## src/sv/apmac_pkg.sv

```systemverilog
// apmac_pkg: shared types, constants and AES / GF(2^128) functions for the PMAC tag engine
`timescale 1ns / 1ps
package apmac_pkg;

  // default block counter width
  localparam int COUNT_WIDTH_DEF = 32;

  // configuration port
  localparam int CFG_IDX_W = 3;
  localparam int CFG_DATA_W = 64;
  localparam logic [CFG_IDX_W-1:0] CFG_KEY_WORD0 = 3'd0;
  localparam logic [CFG_IDX_W-1:0] CFG_KEY_WORD1 = 3'd1;
  localparam logic [CFG_IDX_W-1:0] CFG_KEY_WORD2 = 3'd2;
  localparam logic [CFG_IDX_W-1:0] CFG_KEY_WORD3 = 3'd3;
  localparam logic [CFG_IDX_W-1:0] CFG_KEY_SIZE = 3'd4;

  // key size codes
  localparam logic [1:0] KS_128 = 2'd0;
  localparam logic [1:0] KS_192 = 2'd1;

  // round key store: one 128-bit entry per round
  localparam int RK_DEPTH = 16;
  localparam int RK_AW = 4;

  // field polynomial constants
  localparam logic [7:0] POLY_MUL = 8'h87;
  localparam logic [7:0] POLY_DIV = 8'h43;
  localparam logic [7:0] TOP_BIT = 8'h80;

  typedef struct packed {
    logic [63:0] data_hi;
    logic [63:0] data_lo;
    logic [4:0]  valid_bytes;
    logic        last_block;
  } in_item_t;

  typedef struct packed {
    logic [63:0] tag_hi;
    logic [63:0] tag_lo;
  } out_item_t;

  typedef enum logic [1:0] {
    SRC_ZERO,
    SRC_BLOCK,
    SRC_SUM
  } enc_src_t;

  typedef enum logic [3:0] {
    ST_IDLE,
    ST_KEY_EXP,
    ST_L_START,
    ST_L_ENC,
    ST_L_SAVE,
    ST_DBL_START,
    ST_DBL,
    ST_MSG_START,
    ST_MSG_ENC,
    ST_MSG_SAVE,
    ST_LAST_START,
    ST_LAST_GO,
    ST_LAST_ENC,
    ST_TAG_OUT
  } state_t;

  typedef struct packed {
    logic     capture;
    logic     kexp_start;
    logic     enc_start;
    enc_src_t enc_src;
    logic     l_load;
    logic     dbl_start;
    logic     off_update;
    logic     sum_acc;
    logic     last_fold;
    logic     tag_load;
  } ctrl_cmd_t;

  typedef struct packed {
    logic kexp_done;
    logic enc_done;
    logic dbl_done;
    logic item_last;
  } dp_status_t;

  localparam logic [7:0] SBOX [256] = '{
    8'h63,8'h7c,8'h77,8'h7b,8'hf2,8'h6b,8'h6f,8'hc5,8'h30,8'h01,8'h67,8'h2b,8'hfe,8'hd7,8'hab,8'h76,
    8'hca,8'h82,8'hc9,8'h7d,8'hfa,8'h59,8'h47,8'hf0,8'had,8'hd4,8'ha2,8'haf,8'h9c,8'ha4,8'h72,8'hc0,
    8'hb7,8'hfd,8'h93,8'h26,8'h36,8'h3f,8'hf7,8'hcc,8'h34,8'ha5,8'he5,8'hf1,8'h71,8'hd8,8'h31,8'h15,
    8'h04,8'hc7,8'h23,8'hc3,8'h18,8'h96,8'h05,8'h9a,8'h07,8'h12,8'h80,8'he2,8'heb,8'h27,8'hb2,8'h75,
    8'h09,8'h83,8'h2c,8'h1a,8'h1b,8'h6e,8'h5a,8'ha0,8'h52,8'h3b,8'hd6,8'hb3,8'h29,8'he3,8'h2f,8'h84,
    8'h53,8'hd1,8'h00,8'hed,8'h20,8'hfc,8'hb1,8'h5b,8'h6a,8'hcb,8'hbe,8'h39,8'h4a,8'h4c,8'h58,8'hcf,
    8'hd0,8'hef,8'haa,8'hfb,8'h43,8'h4d,8'h33,8'h85,8'h45,8'hf9,8'h02,8'h7f,8'h50,8'h3c,8'h9f,8'ha8,
    8'h51,8'ha3,8'h40,8'h8f,8'h92,8'h9d,8'h38,8'hf5,8'hbc,8'hb6,8'hda,8'h21,8'h10,8'hff,8'hf3,8'hd2,
    8'hcd,8'h0c,8'h13,8'hec,8'h5f,8'h97,8'h44,8'h17,8'hc4,8'ha7,8'h7e,8'h3d,8'h64,8'h5d,8'h19,8'h73,
    8'h60,8'h81,8'h4f,8'hdc,8'h22,8'h2a,8'h90,8'h88,8'h46,8'hee,8'hb8,8'h14,8'hde,8'h5e,8'h0b,8'hdb,
    8'he0,8'h32,8'h3a,8'h0a,8'h49,8'h06,8'h24,8'h5c,8'hc2,8'hd3,8'hac,8'h62,8'h91,8'h95,8'he4,8'h79,
    8'he7,8'hc8,8'h37,8'h6d,8'h8d,8'hd5,8'h4e,8'ha9,8'h6c,8'h56,8'hf4,8'hea,8'h65,8'h7a,8'hae,8'h08,
    8'hba,8'h78,8'h25,8'h2e,8'h1c,8'ha6,8'hb4,8'hc6,8'he8,8'hdd,8'h74,8'h1f,8'h4b,8'hbd,8'h8b,8'h8a,
    8'h70,8'h3e,8'hb5,8'h66,8'h48,8'h03,8'hf6,8'h0e,8'h61,8'h35,8'h57,8'hb9,8'h86,8'hc1,8'h1d,8'h9e,
    8'he1,8'hf8,8'h98,8'h11,8'h69,8'hd9,8'h8e,8'h94,8'h9b,8'h1e,8'h87,8'he9,8'hce,8'h55,8'h28,8'hdf,
    8'h8c,8'ha1,8'h89,8'h0d,8'hbf,8'he6,8'h42,8'h68,8'h41,8'h99,8'h2d,8'h0f,8'hb0,8'h54,8'hbb,8'h16
  };

  // multiply by x in GF(2^8)
  function automatic logic [7:0] xt(input logic [7:0] a);
    return {a[6:0], 1'b0} ^ (a[7] ? 8'h1b : 8'h00);
  endfunction

  // s-box on each byte of a word
  function automatic logic [31:0] sub_word(input logic [31:0] w);
    return {SBOX[w[31:24]], SBOX[w[23:16]], SBOX[w[15:8]], SBOX[w[7:0]]};
  endfunction

  // one AES round without the round key; mix columns skipped in the final round
  function automatic logic [127:0] aes_round(input logic [127:0] s, input logic final_rnd);
    logic [7:0] b [16];
    logic [7:0] t [16];
    logic [7:0] a0, a1, a2, a3, all;
    logic [127:0] r;
    for (int i = 0; i < 16; i++) b[i] = s[127-8*i -: 8];
    // sub bytes and shift rows
    for (int i = 0; i < 16; i++) begin
      t[i] = SBOX[b[4'((i % 4) + 4 * (((i / 4) + (i % 4)) % 4))]];
    end
    // mix columns
    if (!final_rnd) begin
      for (int c = 0; c < 4; c++) begin
        a0 = t[4*c];
        a1 = t[4*c+1];
        a2 = t[4*c+2];
        a3 = t[4*c+3];
        all = a0 ^ a1 ^ a2 ^ a3;
        t[4*c]   = a0 ^ all ^ xt(a0 ^ a1);
        t[4*c+1] = a1 ^ all ^ xt(a1 ^ a2);
        t[4*c+2] = a2 ^ all ^ xt(a2 ^ a3);
        t[4*c+3] = a3 ^ all ^ xt(a3 ^ a0);
      end
    end
    for (int i = 0; i < 16; i++) r[127-8*i -: 8] = t[i];
    return r;
  endfunction

  // multiply by x in GF(2^128)
  function automatic logic [127:0] gf_double(input logic [127:0] v);
    return {v[126:0], 1'b0} ^ {120'd0, (v[127] ? POLY_MUL : 8'h00)};
  endfunction

  // multiply by x^-1 in GF(2^128)
  function automatic logic [127:0] gf_halve(input logic [127:0] v);
    return {1'b0, v[127:1]} ^ (v[0] ? {TOP_BIT, 112'd0, POLY_DIV} : 128'd0);
  endfunction

  // final block: full block takes L*x^-1, short block takes 10* padding
  function automatic logic [127:0] last_block_value(input logic [127:0] d,
                                                    input logic [4:0] vb,
                                                    input logic [127:0] l);
    logic [127:0] r;
    if (vb[4]) begin
      r = d ^ gf_halve(l);
    end else begin
      for (int b = 0; b < 16; b++) begin
        if (5'(b) < vb) r[127-8*b -: 8] = d[127-8*b -: 8];
        else if (5'(b) == vb) r[127-8*b -: 8] = TOP_BIT;
        else r[127-8*b -: 8] = 8'h00;
      end
    end
    return r;
  endfunction

endpackage

```

## src/sv/apmac_ctrl.sv

```systemverilog
// apmac_ctrl: sequencing state machine for key setup, block processing and tag output
`timescale 1ns / 1ps
module apmac_ctrl import apmac_pkg::*; (
  input  logic       clk,
  input  logic       rst,
  input  logic       in_valid,
  input  logic       in_last,
  output logic       in_ready,
  output logic       out_valid,
  input  logic       out_ready,
  input  dp_status_t status,
  output ctrl_cmd_t  cmd
);

  state_t state, state_next;
  logic   in_message;
  logic   accept;

  assign accept = in_valid && (state == ST_IDLE);
  assign in_ready = (state == ST_IDLE);

  // state register
  always_ff @(posedge clk) begin
    if (rst) begin
      state <= ST_IDLE;
    end else begin
      state <= state_next;
    end
  end

  // message flag and output valid
  always_ff @(posedge clk) begin
    if (rst) begin
      in_message <= 1'b0;
      out_valid <= 1'b0;
    end else begin
      if (cmd.l_load) begin
        in_message <= 1'b1;
      end else if (cmd.tag_load) begin
        in_message <= 1'b0;
      end
      if (cmd.tag_load) begin
        out_valid <= 1'b1;
      end else if (out_ready) begin
        out_valid <= 1'b0;
      end
    end
  end

  // next state
  always_comb begin
    state_next = state;
    unique case (state)
      ST_IDLE: begin
        if (accept) begin
          if (!in_message) state_next = ST_KEY_EXP;
          else if (in_last) state_next = ST_LAST_START;
          else state_next = ST_DBL_START;
        end
      end
      ST_KEY_EXP:    if (status.kexp_done) state_next = ST_L_START;
      ST_L_START:    state_next = ST_L_ENC;
      ST_L_ENC:      if (status.enc_done) state_next = ST_L_SAVE;
      ST_L_SAVE:     state_next = status.item_last ? ST_LAST_START : ST_DBL_START;
      ST_DBL_START:  state_next = ST_DBL;
      ST_DBL:        if (status.dbl_done) state_next = ST_MSG_START;
      ST_MSG_START:  state_next = ST_MSG_ENC;
      ST_MSG_ENC:    if (status.enc_done) state_next = ST_MSG_SAVE;
      ST_MSG_SAVE:   state_next = ST_IDLE;
      ST_LAST_START: state_next = ST_LAST_GO;
      ST_LAST_GO:    state_next = ST_LAST_ENC;
      ST_LAST_ENC:   if (status.enc_done) state_next = ST_TAG_OUT;
      ST_TAG_OUT:    if (!out_valid || out_ready) state_next = ST_IDLE;
      default:       state_next = ST_IDLE;
    endcase
  end

  // datapath commands
  always_comb begin
    cmd = '0;
    cmd.enc_src = SRC_ZERO;
    unique case (state)
      ST_IDLE: begin
        cmd.capture = accept;
        cmd.kexp_start = accept && !in_message;
      end
      ST_L_START: begin
        cmd.enc_start = 1'b1;
        cmd.enc_src = SRC_ZERO;
      end
      ST_L_SAVE:     cmd.l_load = 1'b1;
      ST_DBL_START:  cmd.dbl_start = 1'b1;
      ST_DBL:        cmd.off_update = status.dbl_done;
      ST_MSG_START: begin
        cmd.enc_start = 1'b1;
        cmd.enc_src = SRC_BLOCK;
      end
      ST_MSG_SAVE:   cmd.sum_acc = 1'b1;
      ST_LAST_START: cmd.last_fold = 1'b1;
      ST_LAST_GO: begin
        cmd.enc_start = 1'b1;
        cmd.enc_src = SRC_SUM;
      end
      ST_TAG_OUT:    cmd.tag_load = !out_valid || out_ready;
      default: begin
      end
    endcase
  end

  // a new tag never overwrites one still waiting
  assert property (@(posedge clk) disable iff (rst)
    cmd.tag_load |-> (!out_valid || out_ready))
    else $error("tag loaded while output busy");

  // delivering a tag ends the message
  assert property (@(posedge clk) disable iff (rst)
    cmd.tag_load |=> (out_valid && !in_message && state == ST_IDLE))
    else $error("tag not presented or message not closed");

endmodule

```

## config.mk

```make
export PLATFORM = sky130hd
export DESIGN_NAME = apmac_ctrl
export DESIGN_NICKNAME = d
export VERILOG_FILES = /design/src/sv/apmac_pkg.sv /design/src/sv/apmac_ctrl.sv
export SDC_FILE = /design/constraint.sdc
export NUM_CORES = 1
export LEC_CHECK = 0
export ABC_AREA = 0
export BUFFER_PORTS_ARGS = -buffer_cell sky130_fd_sc_hd__buf_2
export CELL_PAD_IN_SITES_DETAIL_PLACEMENT = 0
export CELL_PAD_IN_SITES_GLOBAL_PLACEMENT = 2
export CORE_UTILIZATION = 27
export DETAILED_ROUTE_END_ITERATION = 8
export PLACE_DENSITY = 0.88
export SETUP_SLACK_MARGIN = 0.5
export SYNTH_ARGS = -nofsm -noshare
export SYNTH_HDL_FRONTEND = slang
export SYNTH_SLANG_ARGS = --single-unit
```

## constraint.sdc

```tcl
create_clock -name clk -period 1.6 [get_ports clk]
set_input_delay 0.16 -clock clk [delete_from_list [all_inputs] [get_ports clk]]
set_output_delay 0.16 -clock clk [all_outputs]
set_load 0.005 [all_outputs]
```

==> reports/results.txt <==
Main combinational cell family by area after synthesis: simple AND/OR/NAND/NOR gates
Routed WL: 2.012 mm
Clock period minus worst slack: 1428 ps
Clk sink count: 6
Met2 WL: 1.049 mm
Sequential power share: 0.184
TritonCTS clock tree: done
Layout overhead on the synthesized area: 59.12%
Fmax: 700.2 MHz
Worst setup path category: reg2reg
Clock buffer count from CTS: 3
Reg2reg path depth: 6
Area after DPL: 815.8 sq um
XOR/XNOR share of the synthesized area: 0.01344
Slew headroom: 0.7897
Ys Warns: 0
Final ANT Viol Nets: 0
Gr usage total: 0.1585
Leakage: 0.5083 nW
Fin crit share: 0.8926
Slew Limit Fails: 0
Startpoint types: flip-flop
Buffers & Inverters on Critical Path: 2
Most common cell after layout, fill and taps aside: buf_2
Data required time of the critical path: 1730 ps
Register clock-pin slew on the reported worst setup and hold paths: 50 ps
CP most frequent cell: buf_6
Clk pwr share: 0.102
Via Count: 768
Seq cells post-synth: 6
Synth unique cells: 45
Met3 wire len: 43 microns
Switching pwr: 0.0005672 W
Final number of setup-violating endpoints: 0
Net Count, Synth: 90
Share of post-route cells with drive strength above 1: 0.5678
Initial antenna violation count: 0
Synth Instances: 81
Sequential area share after synthesis: 0.1843
Mux cell area share after synthesis: 0.03071
Routed WL per cell: 13.78 microns
Via density: 5.260
H-tree depth: 1
Layout Skew: 8.933 ps
Int Power: 0.0008355 W
Final hold violations: 0
CTS max path bufs: 2
Worst Hold Class: in2reg
Gr ovfl total: 0
Slowest stage cell, crit path: dfxtp_4
Worst Path Arrival: 1560 ps
DIE WIDTH: 51.14 microns
Largest net degree at the start of global routing: 15
Worst slack, placed: 150.6 ps
Diodes inserted: 0
CP cell instances: buf_6, buf_6, nand4b_4, o22a_4, and3_4, a31o_1
Clock tree root driver cell: clkbuf_4
Worst-Skew Late Latency: 250 ps
Crit Path Max Fanout: 6
Adder-cell share of the synthesized area: 0.01727
Status: complete, no violations
Maximum VDD drop: 0.4438 mV
DRC viols: 0
Initial Util: 0.2919
Most frequent cells in the layout: 21 x buf_2, 12 x buf_4, 7 x nor2_1, 7 x buf_6, 5 x nand2_1
Simple-Gate Fraction of Synth Area: 0.4050
Hold buffers post-CTS: 0
Die Area: 2615 sq um
RSZ-0062 raised after global routing: yes
Worst Hold Depth: 2
Die height: 51.14 microns
Compound-Gate Fraction of Synth Area: 0.2476
Max_cap viols: 0
Drt first pass iters: 4
First-pass GRT wire length: 3.105 mm
Placer's final routability congestion estimate: 0.7417
Nets: 129
DRT iter0 DRCs: 15
Comb pwr share: 0.714
Netlist Area Pre-Place: 651.9 sq um
Crit. End Element: flip-flop
Worst slew pin tran: 311.3 ps
DP HPWL: 1.302 mm
Core area: 2233 sq um
Final worst slack: 171.9 ps
I/O Buffers: 21
Pwr dens: 1352 nW/um^2
IO Pins: 22
Rows: 17
Mapped Avg Cell Area: 8.048 sq um
Crit path max-delay family: compound AO/OA/AOI/OAI gates
Number of global-route vias before repair: 697
Top routing layer used: met4
Critical path depth: 6
Setup TNS after final layout: 0 ps
DRT met1 WL: 900 microns
Critical path's largest stage delay: 380 ps
Switching share of power: 0.4044
Post-Layout Inst Area: 1037 sq um
## cell type report
class                      count  area (sq um)
tap                           28         35.03
timing repair buffer          42         309.0
sequential                     6         135.1
fill                         228          1196
multi-input combinational     65         528.0
inverter                       2         7.507
clock buffer                   3         22.52
## registers in the layout, indices dropped and copies added, names as in the netlist
register / cells
state: 4
in_message: 1
out_valid: 1
## worst reg2reg max path: cells and delay by family (launching register included)
kind	cells	cell delay (ps)
and+or+nand+nor	2	280
AOI/OAI and AO/OA	2	440
buffers and inverters	2	210
DFF	1	380
## through the flow
step                hold WS [ps]  power [W]    util  cells
floorplan                  224.6  0.0008737       -     81
global placement           412.5  0.0009929  0.3653    128
detailed placement         411.9  0.0009982  0.3653    128
CTS                        144.6   0.001314  0.4398    141
global route               161.0   0.001510  0.4644    146
finish                     167.5   0.001403  0.4644    146
## routing by layer
layer | GRT usage | vias to the layer above
met4 | 0.06019 | 0
met5 | 0 | -
met3 | 0.02976 | 2
met2 | 0.2719 | 14
met1 | 0.1929 | 376
li1 | - | 376
## synthesized netlist by cell type (all sizes together)
master,n,area [sq um]
a211o,1,8.760
a211oi,1,12.51
a21boi,1,7.510
a21oi,3,15.01
a221o,1,10.01
a2bb2oi,1,8.760
a31o,1,8.760
a31oi,3,18.77
a41oi,1,8.760
and2,2,12.51
and3,2,17.52
and3b,2,17.52
and4b,1,10.01
and4bb,1,12.51
buf,7,55.05
clkbuf,1,3.750
dfxtp,6,120.1
inv,2,7.510
maj3,1,11.26
mux2i,2,20.02
nand2,6,25.03
nand2b,5,38.78
nand3,2,10.01
nand3b,1,7.510
nand4b,1,23.77
nor2,8,30.03
nor2b,2,12.51
nor3,2,10.01
nor3b,2,15.01
nor4b,1,8.760
o21ai,3,15.01
o21bai,1,11.26
o22a,1,10.01
o2bb2ai,1,8.760
o311ai,1,8.760
o41ai,1,8.760
or2,1,6.260
or3,1,6.260
xor2,1,8.760
## path summary, 6_finish.rpt
check,start,endpoint,slack [ps]
worst max-delay path,state[2],state[3],170
worst min-delay path,rst,state[1],170
worst max register to register,state[2],state[3],170
worst min register to register,out_valid,out_valid,560
## cell families after synthesis
kind of cell | Yosys count
AO/OA/AOI/OAI | 21
XOR/XNOR | 1
adder cells (fa/ha/maj) | 1
buffers and inverters | 10
flip-flops | 6
multiplexers | 2
AND/OR/NAND/NOR | 40
## power by group through the flow
stage          logic (W)  registers [W]  clock network, W
6_report         0.00100       0.000258          0.000143
5_1_grt          0.00108       0.000266          0.000165
4_1_cts         0.000909       0.000256          0.000148
3_5_place_dp    0.000743       0.000255                 0
3_3_place_gp    0.000736       0.000256                 0
2_1_floorplan   0.000676       0.000198                 0
## repair_timing
item,4_1_cts,5_1_grt
endpoints found under the setup margin,17,17
gates resized for setup,24,4
endpoints found under the hold margin,0,0
buffers inserted,10,5
pin swaps,8,2
cloned,0,0
Note: power is estimated with default switching activity, not from simulation.
